==> src/design/vfcm_pkg.sv <==
// Shared types and constants for the voxel face-cull mesher.
package vfcm_pkg;

	localparam int VERTEX_W = 17;
	localparam int KIND_W = 8;
	localparam int FACE_N = 6;
	localparam int COUNT_W = 3;

	// Face mask bit positions
	localparam int FACE_FRONT = 0;
	localparam int FACE_DOWN = 1;
	localparam int FACE_BACK = 2;
	localparam int FACE_UP = 3;
	localparam int FACE_LEFT = 4;
	localparam int FACE_RIGHT = 5;

	typedef enum logic [1:0] {
		FN_WRITE = 2'd0,
		FN_BEGIN = 2'd1,
		FN_MESH = 2'd2,
		FN_NONE = 2'd3
	} func_t;

	// Which occupancy row a read targets
	typedef enum logic [2:0] {
		RS_SELF = 3'd0,
		RS_DOWN = 3'd1,
		RS_UP = 3'd2,
		RS_LEFT = 3'd3,
		RS_RIGHT = 3'd4
	} rsel_t;

	typedef struct packed {
		logic  latch;
		logic  rd_en;
		rsel_t rd_sel;
		logic  cap_en;
		rsel_t cap_sel;
		logic  wr_en;
		logic  clr_en;
		logic  cnt_clear;
		logic  emit;
	} vfcm_cmd_t;

	typedef struct packed {
		func_t func;
		logic  in_range;
		logic  self_active;
		logic  clr_last;
	} vfcm_sts_t;

endpackage

==> src/design/vfcm_ctrl.sv <==
// Controller state machine sequencing clear, begin, write and mesh operations.
module vfcm_ctrl
	import vfcm_pkg::*;
(
	input  logic      clk,
	input  logic      arst_n,
	input  logic      start,
	output logic      busy,
	output vfcm_cmd_t cmd,
	input  vfcm_sts_t sts
);

	typedef enum logic [2:0] {
		ST_CLEAR,
		ST_IDLE,
		ST_DISPATCH,
		ST_SELF,
		ST_NB,
		ST_EMIT
	} state_t;

	state_t state_q;
	rsel_t  sel_q;
	rsel_t  sel_next;

	always_comb begin
		unique case (sel_q)
			RS_DOWN: sel_next = RS_UP;
			RS_UP:   sel_next = RS_LEFT;
			RS_LEFT: sel_next = RS_RIGHT;
			default: sel_next = RS_DOWN;
		endcase
	end

	assign busy = (state_q != ST_IDLE);

	always_comb begin
		cmd = '0;
		cmd.rd_sel = RS_SELF;
		cmd.cap_sel = RS_SELF;
		unique case (state_q)
			ST_CLEAR: begin
				cmd.clr_en = 1'b1;
			end
			ST_IDLE: begin
				cmd.latch = start;
			end
			ST_DISPATCH: begin
				if (sts.func == FN_BEGIN) begin
					cmd.cnt_clear = 1'b1;
				end else if (sts.in_range &&
						(sts.func == FN_WRITE || sts.func == FN_MESH)) begin
					cmd.rd_en = 1'b1;
				end
			end
			ST_SELF: begin
				cmd.cap_en = 1'b1;
				if (sts.func == FN_WRITE) begin
					cmd.wr_en = 1'b1;
				end else if (sts.self_active) begin
					cmd.rd_en = 1'b1;
					cmd.rd_sel = RS_DOWN;
				end
			end
			ST_NB: begin
				cmd.cap_en = 1'b1;
				cmd.cap_sel = sel_q;
				if (sel_q != RS_RIGHT) begin
					cmd.rd_en = 1'b1;
					cmd.rd_sel = sel_next;
				end
			end
			ST_EMIT: begin
				cmd.emit = 1'b1;
			end
			default: ;
		endcase
	end

	always_ff @(posedge clk or negedge arst_n) begin
		if (!arst_n) begin
			state_q <= ST_CLEAR;
			sel_q <= RS_DOWN;
		end else begin
			unique case (state_q)
				ST_CLEAR: begin
					if (sts.clr_last) state_q <= ST_IDLE;
				end
				ST_IDLE: begin
					if (start) state_q <= ST_DISPATCH;
				end
				ST_DISPATCH: begin
					if (sts.func != FN_BEGIN && sts.in_range &&
							(sts.func == FN_WRITE || sts.func == FN_MESH)) begin
						state_q <= ST_SELF;
					end else begin
						state_q <= ST_IDLE;
					end
				end
				ST_SELF: begin
					if (sts.func == FN_MESH && sts.self_active) begin
						state_q <= ST_NB;
						sel_q <= RS_DOWN;
					end else begin
						state_q <= ST_IDLE;
					end
				end
				ST_NB: begin
					if (sel_q == RS_RIGHT) begin
						state_q <= ST_EMIT;
					end else begin
						sel_q <= sel_next;
					end
				end
				ST_EMIT: begin
					state_q <= ST_IDLE;
				end
				default: state_q <= ST_IDLE;
			endcase
		end
	end

endmodule

==> config.mk <==
export PLATFORM = sky130hd
export DESIGN_NAME = vfcm_ctrl
export DESIGN_NICKNAME = d
export VERILOG_FILES = /design/src/design/vfcm_pkg.sv /design/src/design/vfcm_ctrl.sv
export SDC_FILE = /design/constraint.sdc
export NUM_CORES = 1
export LEC_CHECK = 0
export ABC_CLOCK_PERIOD_IN_PS = 1600
export BUFFER_PORTS_ARGS = -buffer_cell sky130_fd_sc_hd__buf_2
export CAP_MARGIN = 10
export CORE_AREA = 4 4 41 43
export CTS_CLUSTER_SIZE = 30
export DETAILED_ROUTE_END_ITERATION = 6
export DIE_AREA = 0 0 45 47
export PLACE_DENSITY_LB_ADDON = 0.15
export SLEW_MARGIN = 30
export SYNTH_ARGS = -nofsm -noshare
export SYNTH_HDL_FRONTEND = slang
export SYNTH_SLANG_ARGS = --single-unit
export TNS_END_PERCENT = 30
==> constraint.sdc <==
create_clock -name clk -period 1.6 [get_ports clk]
set_input_delay 0.08 -clock clk [delete_from_list [all_inputs] [get_ports clk]]
set_output_delay 0.08 -clock clk [all_outputs]
set_load 0.1 [all_outputs]
==> metrics.yaml, run 1 <==
cts:
  clock-sinks: 6
  clock-root-buffer: "clkbuf_4"
  cts-buffers-inserted: 3
  clk_pin_slew_worst_paths_ps: 60
  cts_buffer_depth: 2
  h-tree-depth: 1
  cts_tree: "yes"
  clk_latency_ps: 250
timing:
  skew_ps: 16.7
  setup_viol: 6
  min_period_ps: 1690
  hold_viol_final: 0
  holdWs_ps: 89.6
  slew_viol_final: 0
  fmax_mhz: 590
  slew_headroom_pct: 74.0
  rsz0062_at_grt: "true"
  worstMarginPinSlew_ps: 380
  period_share_pct: 106
  fin_tns_setup_ps: -337
  finalWorstSetupSlack_ps: -94.4
global_route:
  grt_first_pass_wirelength_um: 2440
  gr-usage-met2_pct: 29.7
  grt_overflow_total: 0
  grt_max_degree: 8
  gr-max-usage-layer: "met2"
  grt_util_met3_pct: 2.68
  grt_pass1_vias: 568
  grtUsageMet1_pct: 17.7
  grt_antenna_before_repair: 0
  grt_util_all_layers_pct: 16.2
floorplan:
  start_util_pct: 34.6
  dieArea_um2: 2120
  core_area_um2: 1300
  fp.dieH_um: 47
  die_x_um: 45
  rows: 13
  ios: 22
logic_synthesis:
  ys_ff_latch: 6
  synth_nets: 63
  seq_area_frac_synth_pct: 33.6
  synth_area_leaders: "dfrtp_1 28%, dfstp_2 5.8%, nand2_1 5.8%, nor3_2 4.4%, o21ai_0 4.4%"
  synth_top_area_cell: "dfrtp_1"
  synth_top_area_share_pct: 27.8
  synth.distinct_cells: 28
  syn-cell-area_um2: 450
  ys_warn_count: 0
  synth.avg_cell_area_um2: 8.19
  syn-instance-count: 55
route:
  vias: 584
  routedWlPerCell_um: 16.1
  wl_um: 1680
  antenna_left: 0
  dr.pass1.iters: 4
  drt-vias-per-instance: 5.62
  drc_errors: 0
  drt-initial-drc-count: 11
worst_setup_path:
  worst-path-max-fanout: 4
  start_kind: "register"
  worstSetupStartpoint: "state_q[1]$_DFFE_PN0P_"
  path_class: "register to primary output"
  endpoint_kind: "primary output"
  timing.rr.start: "state_q[1]$_DFFE_PN0P_"
  required_ps: 1520
  crit_arrival_ps: 1610
outcome:
  status: "finished, violations left"
  violations: "setup timing"
power_and_ir_drop:
  p_leak_uw: 0.000433
  max-vdd-ir-drop_mv: 0.903
  cellPowerDensity_nw_per_um2: 1830
worst_hold_path:
  worstHoldStart: "start"
  hp-class: "input port to register"
placement:
  dp_hpwl_um: 1180
  port_buffers: 21
  gp_congestion: 0.758
  placed_cell_area_um2: 858
  dp_slack_ps: 85.5
cells_and_area:
  nNetsFinal: 98
  stdcell_area_um2: 986
  drive_gt1_share_pct: 61.8
  fill_cells: 86
  area_delta_synth_final_pct: 119
  antenna_cells: 0
job:
  cap_violations: 0
[final cells by class]
cell class	instances	area [um^2]	share of cell area, %
flip-flops and latches	6	151	15.4
multi-input cells	41	364	36.9
well taps	15	18.8	1.90
repair buffers	33	407	41.2
clock buffers	4	26.3	2.66
inverters	5	18.8	1.90
[cell usage after synthesis (all sizes together)]
master and instances:
xnor2 1, buf 3, inv 5, nor4 1, nor3b 2, or4b 1, a31o 2, nor2 5
and4 1, o21ai 4, nor4bb 1, a2111oi 1, or4 1, nand2 7, a31oi 1, nand2b 1
o41ai 1, or3b 1, o22ai 1, nand3 1, and2 2, dfrtp 5, nor3 5, dfstp 1
nand4 1
[per-layer routing]
layer  share of wire (%)  vias to the layer above  wire length, um
li1                    -                      265                -
met5                   0                        -                0
met4                 2.0                        0               33
met2                  56                       25              945
met3                 4.9                        4               83
met1                  37                      290              615
[placed cells by master (no fill, tap or decap), drive strengths merged]
cell type and n:
buf 32, nand2 7, dfrtp 5, inv 5
nor2 5, nor3 5, clkbuf 4, o21ai 4
nor3b 2, a31o 2, and2 2, or3b 1
or4b 1, nand2b 1, nand4 1, nand3 1
xnor2 1, nor4 1, and4 1, or4 1
a31oi 1, nor4bb 1, a2111oi 1, o41ai 1
o22ai 1, dlygate4sd3 1, dfstp 1
[sequential cells by signal (all words and copies together) (netlist names)]
| name | flops |
|---|---|
| sel_q | 3 |
| state_q | 3 |
[cells by family (layout without fill, tap and decap cells)]
group / Yosys count / count (layout) / synth area share (%)
buf+inv: 8 / 42 / 9.44
simple gates: 30 / 30 / 40.0
compound gates: 10 / 10 / 15.0
flops: 6 / 6 / 33.6
xor+xnor: 1 / 1 / 1.94
[what timing repair did]
action | in CTS | in global routing
hold buffers | 1 | 0
hold endpoints to repair | 6 | 0
gates resized for setup | 5 | 11
cloned | 0 | 0
setup buffers | 1 | 3
setup endpoints to repair | 8 | 8
pin swaps | 0 | 6
[where the power goes]
group          leakage, uW  total, uW  switching [uW]  internal (uW)
combinational     0.000342       1340             858            482
sequential       0.0000754        303            84.5            219
clock            0.0000150        161            65.7           95.2
[final timing paths]
kind / endpoint / slack (ps) / cells past startpoint
worst max-delay path: cmd[11] / -90 / 4
worst min-delay path: state_q[0]$_DFFE_PN0P_ / 90 / 2
worst max register to register: sel_q[1]$_DFFE_PN0P_ / -10 / 5
worst min register to register: sel_q[0]$_DFFE_PN1P_ / 640 / 3
max in group asynchronous: sel_q[0]$_DFFE_PN1P_ / 1180 / 2
min in group asynchronous: sel_q[1]$_DFFE_PN0P_ / 180 / 2
[worst max-delay path, cell delays in order (launching register included)]
cell and delay (ps):
dfrtp_1 410, nand2_2 90, or4b_4 570, nand3_4 120
buf_12 170
[stage by stage]
step / util, % / cells / power (uW)
floorplan: - / 55 / 1100
global placement: 66.0 / 95 / 1480
detailed placement: 66.0 / 95 / 1490
CTS: 70.8 / 101 / 1710
global route: 75.8 / 104 / 1880
finish: 75.8 / 104 / 1800
(Power assumes the default switching activity.)
==> inputs of run 2 (changes only) <==
--- a/config.mk
+++ b/config.mk
@@ -8,10 +8,10 @@
 export ABC_CLOCK_PERIOD_IN_PS = 1600
 export BUFFER_PORTS_ARGS = -buffer_cell sky130_fd_sc_hd__buf_2
 export CAP_MARGIN = 10
-export CORE_AREA = 4 4 41 43
+export CORE_MARGIN = 4
+export CORE_UTILIZATION = 30
 export CTS_CLUSTER_SIZE = 30
 export DETAILED_ROUTE_END_ITERATION = 6
-export DIE_AREA = 0 0 45 47
 export PLACE_DENSITY_LB_ADDON = 0.15
 export SLEW_MARGIN = 30
 export SYNTH_ARGS = -nofsm -noshare
==> run 2 against run 1 <==
- the run still ends with setup timing left
- non-clock buffer count is 1 higher
- clock power is 5% lower
- sequential share of layout area up 0.55 points
- count of clock-buffer cells in the layout did not move
- final cell count grew 0.96%
- fmax rose by 3.9%
- via count shrank 5.3%
- highest routed layer unchanged
==> metrics.yaml, run 2 (synthesized netlist as in run 1, its figures left out) <==
outcome:
  status: "finished, violations left"
  violations: "setup timing"
timing:
  worstMarginPinSlew_ps: 484  # +105 ps
  min_period_ps: 1630  # -64.1 ps
  finalWorstSetupSlack_ps: -30.3  # +64.1 ps
  setup_viol: 4  # -2
  fmax_mhz: 613  # +3.9%
  skew_ps: 7.89  # -8.77 ps
  hold_viol_final: 0  # unchanged
  rsz0062_at_grt: "true"
  slew_viol_final: 0  # unchanged
  slew_headroom_pct: 67.9  # -6.1 points
  holdWs_ps: 48.1  # -41.5 ps
  period_share_pct: 102  # -4.0 points
placement:
  placed_cell_area_um2: 858  # unchanged
  placed_cells: 97  # +2.1%
  dp_hpwl_um: 1240  # +5.1%
  port_buffers: 21  # unchanged
  gp_congestion: 0.817  # +7.8%
  dp_slack_ps: 82.2  # -3.34 ps
power_and_ir_drop:
  switching_power_uw: 960  # -4.8%
  p_leak_uw: 0.000432  # -0.28%
  p_int_uw: 715  # -10%
  swShare_pct: 57.3  # +1.5 points
  p_seq_share_pct: 18.4  # +1.6 points
  combinationalPowerShare_pct: 72.4  # -1.9 points
  p_clk_share_pct: 9.2  # +0.3 points
  max-vdd-ir-drop_mv: 1.10  # +21%
  power_uw: 1670  # -7.2%
  cellPowerDensity_nw_per_um2: 1740  # -4.7%
cells_and_area:
  drive_gt1_share_pct: 61.1  # -0.69 points
  nNetsFinal: 99  # +1.0%
  finalNonFillerCells: 105  # +0.96%
  layout_commonest_cell: "buf_12"
  fill_cells: 105  # +22%
  antenna_cells: 0  # unchanged
  largest_registers: "sel_q x3, state_q x3"
  regArea_um2: 153  # +0.83%
  area_delta_synth_final_pct: 113
  layout_common_cells: "12 x buf_12, 11 x buf_4, 8 x buf_2"
  multiInputGateArea_um2: 348  # -4.5%
  stdcell_area_um2: 960  # -2.7%
floorplan:
  fp.dieH_um: 46.8  # -0.53%
  die_x_um: 46.8  # +3.9%
  dieArea_um2: 2190  # +3.3%
  ios: 22  # unchanged
  start_util_pct: 33.4  # -1.3 points
  core_area_um2: 1350  # +3.7%
  rows: 13  # unchanged
global_route:
  grt_util_all_layers_pct: 16.6  # +0.44 points
  grt_first_pass_wirelength_um: 2490  # +2.3%
  grt_antenna_before_repair: 0  # unchanged
  grt_overflow_total: 0  # unchanged
  grt_pass1_vias: 583  # +2.6%
  grt_max_degree: 7  # -1
worst_setup_path:
  cp_slowest_cell: "or3b_4"
  cp_num_buf_inv: 1  # unchanged
  slowest_delay_ps: 480  # -90 ps
  start_kind: "register"
  critPathTopFamily: "simple AND/OR/NAND/NOR gates"
  worst-path-max-fanout: 6  # +2
  endpoint_kind: "primary output"
  crit_arrival_ps: 1550  # -60 ps
  required_ps: 1520  # about the same
  path_class: "register to primary output"
  crit_chain: "or3b_4 -> nor3_4 -> buf_12"
cts:
  clock-sinks: 6  # unchanged
  clk_pin_slew_worst_paths_ps: 50  # about the same
  clk_latency_ps: 250  # about the same
  clock-root-buffer: "clkbuf_4"
  cts-buffers-inserted: 3  # unchanged
  cts_tree: "yes"
  cts_buffer_depth: 2  # unchanged
  h-tree-depth: 1  # unchanged
route:
  drt-initial-drc-count: 5  # -6
  wl_um: 1500  # -10%
  drt-vias-per-instance: 5.27  # -6.2%
  antenna_left: 0  # unchanged
  vias: 553  # -5.3%
  drc_errors: 0  # unchanged
  dr.pass1.iters: 3  # -1
  routedWlPerCell_um: 14.3  # -11%
job:
  cap_violations: 0  # unchanged
worst_hold_path:
  hp-class: "input port to register"
## run 2: repair_timing
action,in CTS,in global routing
pin swaps,1,2
endpoints found under the hold margin,6,0
buffers inserted,3,0
resized for setup,9,4
endpoints found under the setup margin,8,10
hold buffers,1,0
## run 2: power by group through the flow
stage	logic [uW]	clock network, uW	registers (uW)
global route	1260	176	322
detailed placement	1160	0	296
global placement	1150	0	290
finish	1210	153	309
CTS	1200	152	308
floorplan	801	0	298
## run 2: stage by stage
step,TNS [ps],utilization (%)
2_1_floorplan,-2600,-
3_3_place_gp,0,63.6
3_5_place_dp,0,63.6
4_1_cts,-74.9,70.3
5_1_grt,-483,71.1
6_report,-89.2,71.1
## run 2: worst paths after layout
| path | to | slack (ps) | startpoint | depth (start not counted) |
|---|---|---|---|---|
| setup / recovery | cmd[10] | -30 | state_q[1]$_DFFE_PN0P_ | 3 |
| hold / removal | state_q[0]$_DFFE_PN0P_ | 50 | start | 2 |
| setup reg to reg | sel_q[1]$_DFFE_PN0P_ | 70 | state_q[0]$_DFFE_PN0P_ | 4 |
| hold reg to reg | sel_q[0]$_DFFE_PN1P_ | 650 | sel_q[0]$_DFFE_PN1P_ | 2 |
| max in group asynchronous | sel_q[0]$_DFFE_PN1P_ | 1200 | arst_n | 2 |
| min in group asynchronous | state_q[1]$_DFFE_PN0P_ | 180 | arst_n | 2 |
## run 2: layout make-up
| type | instances | area share, % |
|---|---|---|
| Sequential cell | 6 | 15.9 |
| Timing Repair Buffer | 34 | 41.2 |
| Tap cell | 15 | 1.96 |
| Multi-Input combinational cell | 41 | 36.2 |
| Clock buffer | 4 | 2.74 |
| Inverter | 5 | 1.96 |
## run 2: routing by layer
metal	up-vias	global-route usage, %	routed length, um
met4	0	8.29	29
met2	20	28.6	779
li1	269	-	-
met5	-	0	0
met1	259	17.9	573
met3	5	6.13	119
## run 2: worst register-to-register path: cells and delay by family, from the launching register on
kind	cells	cell delay (ps)
buffers and inverters	1	160
AND/OR/NAND/NOR	2	600
flip-flops	1	410
AO/OA/AOI/OAI	1	250
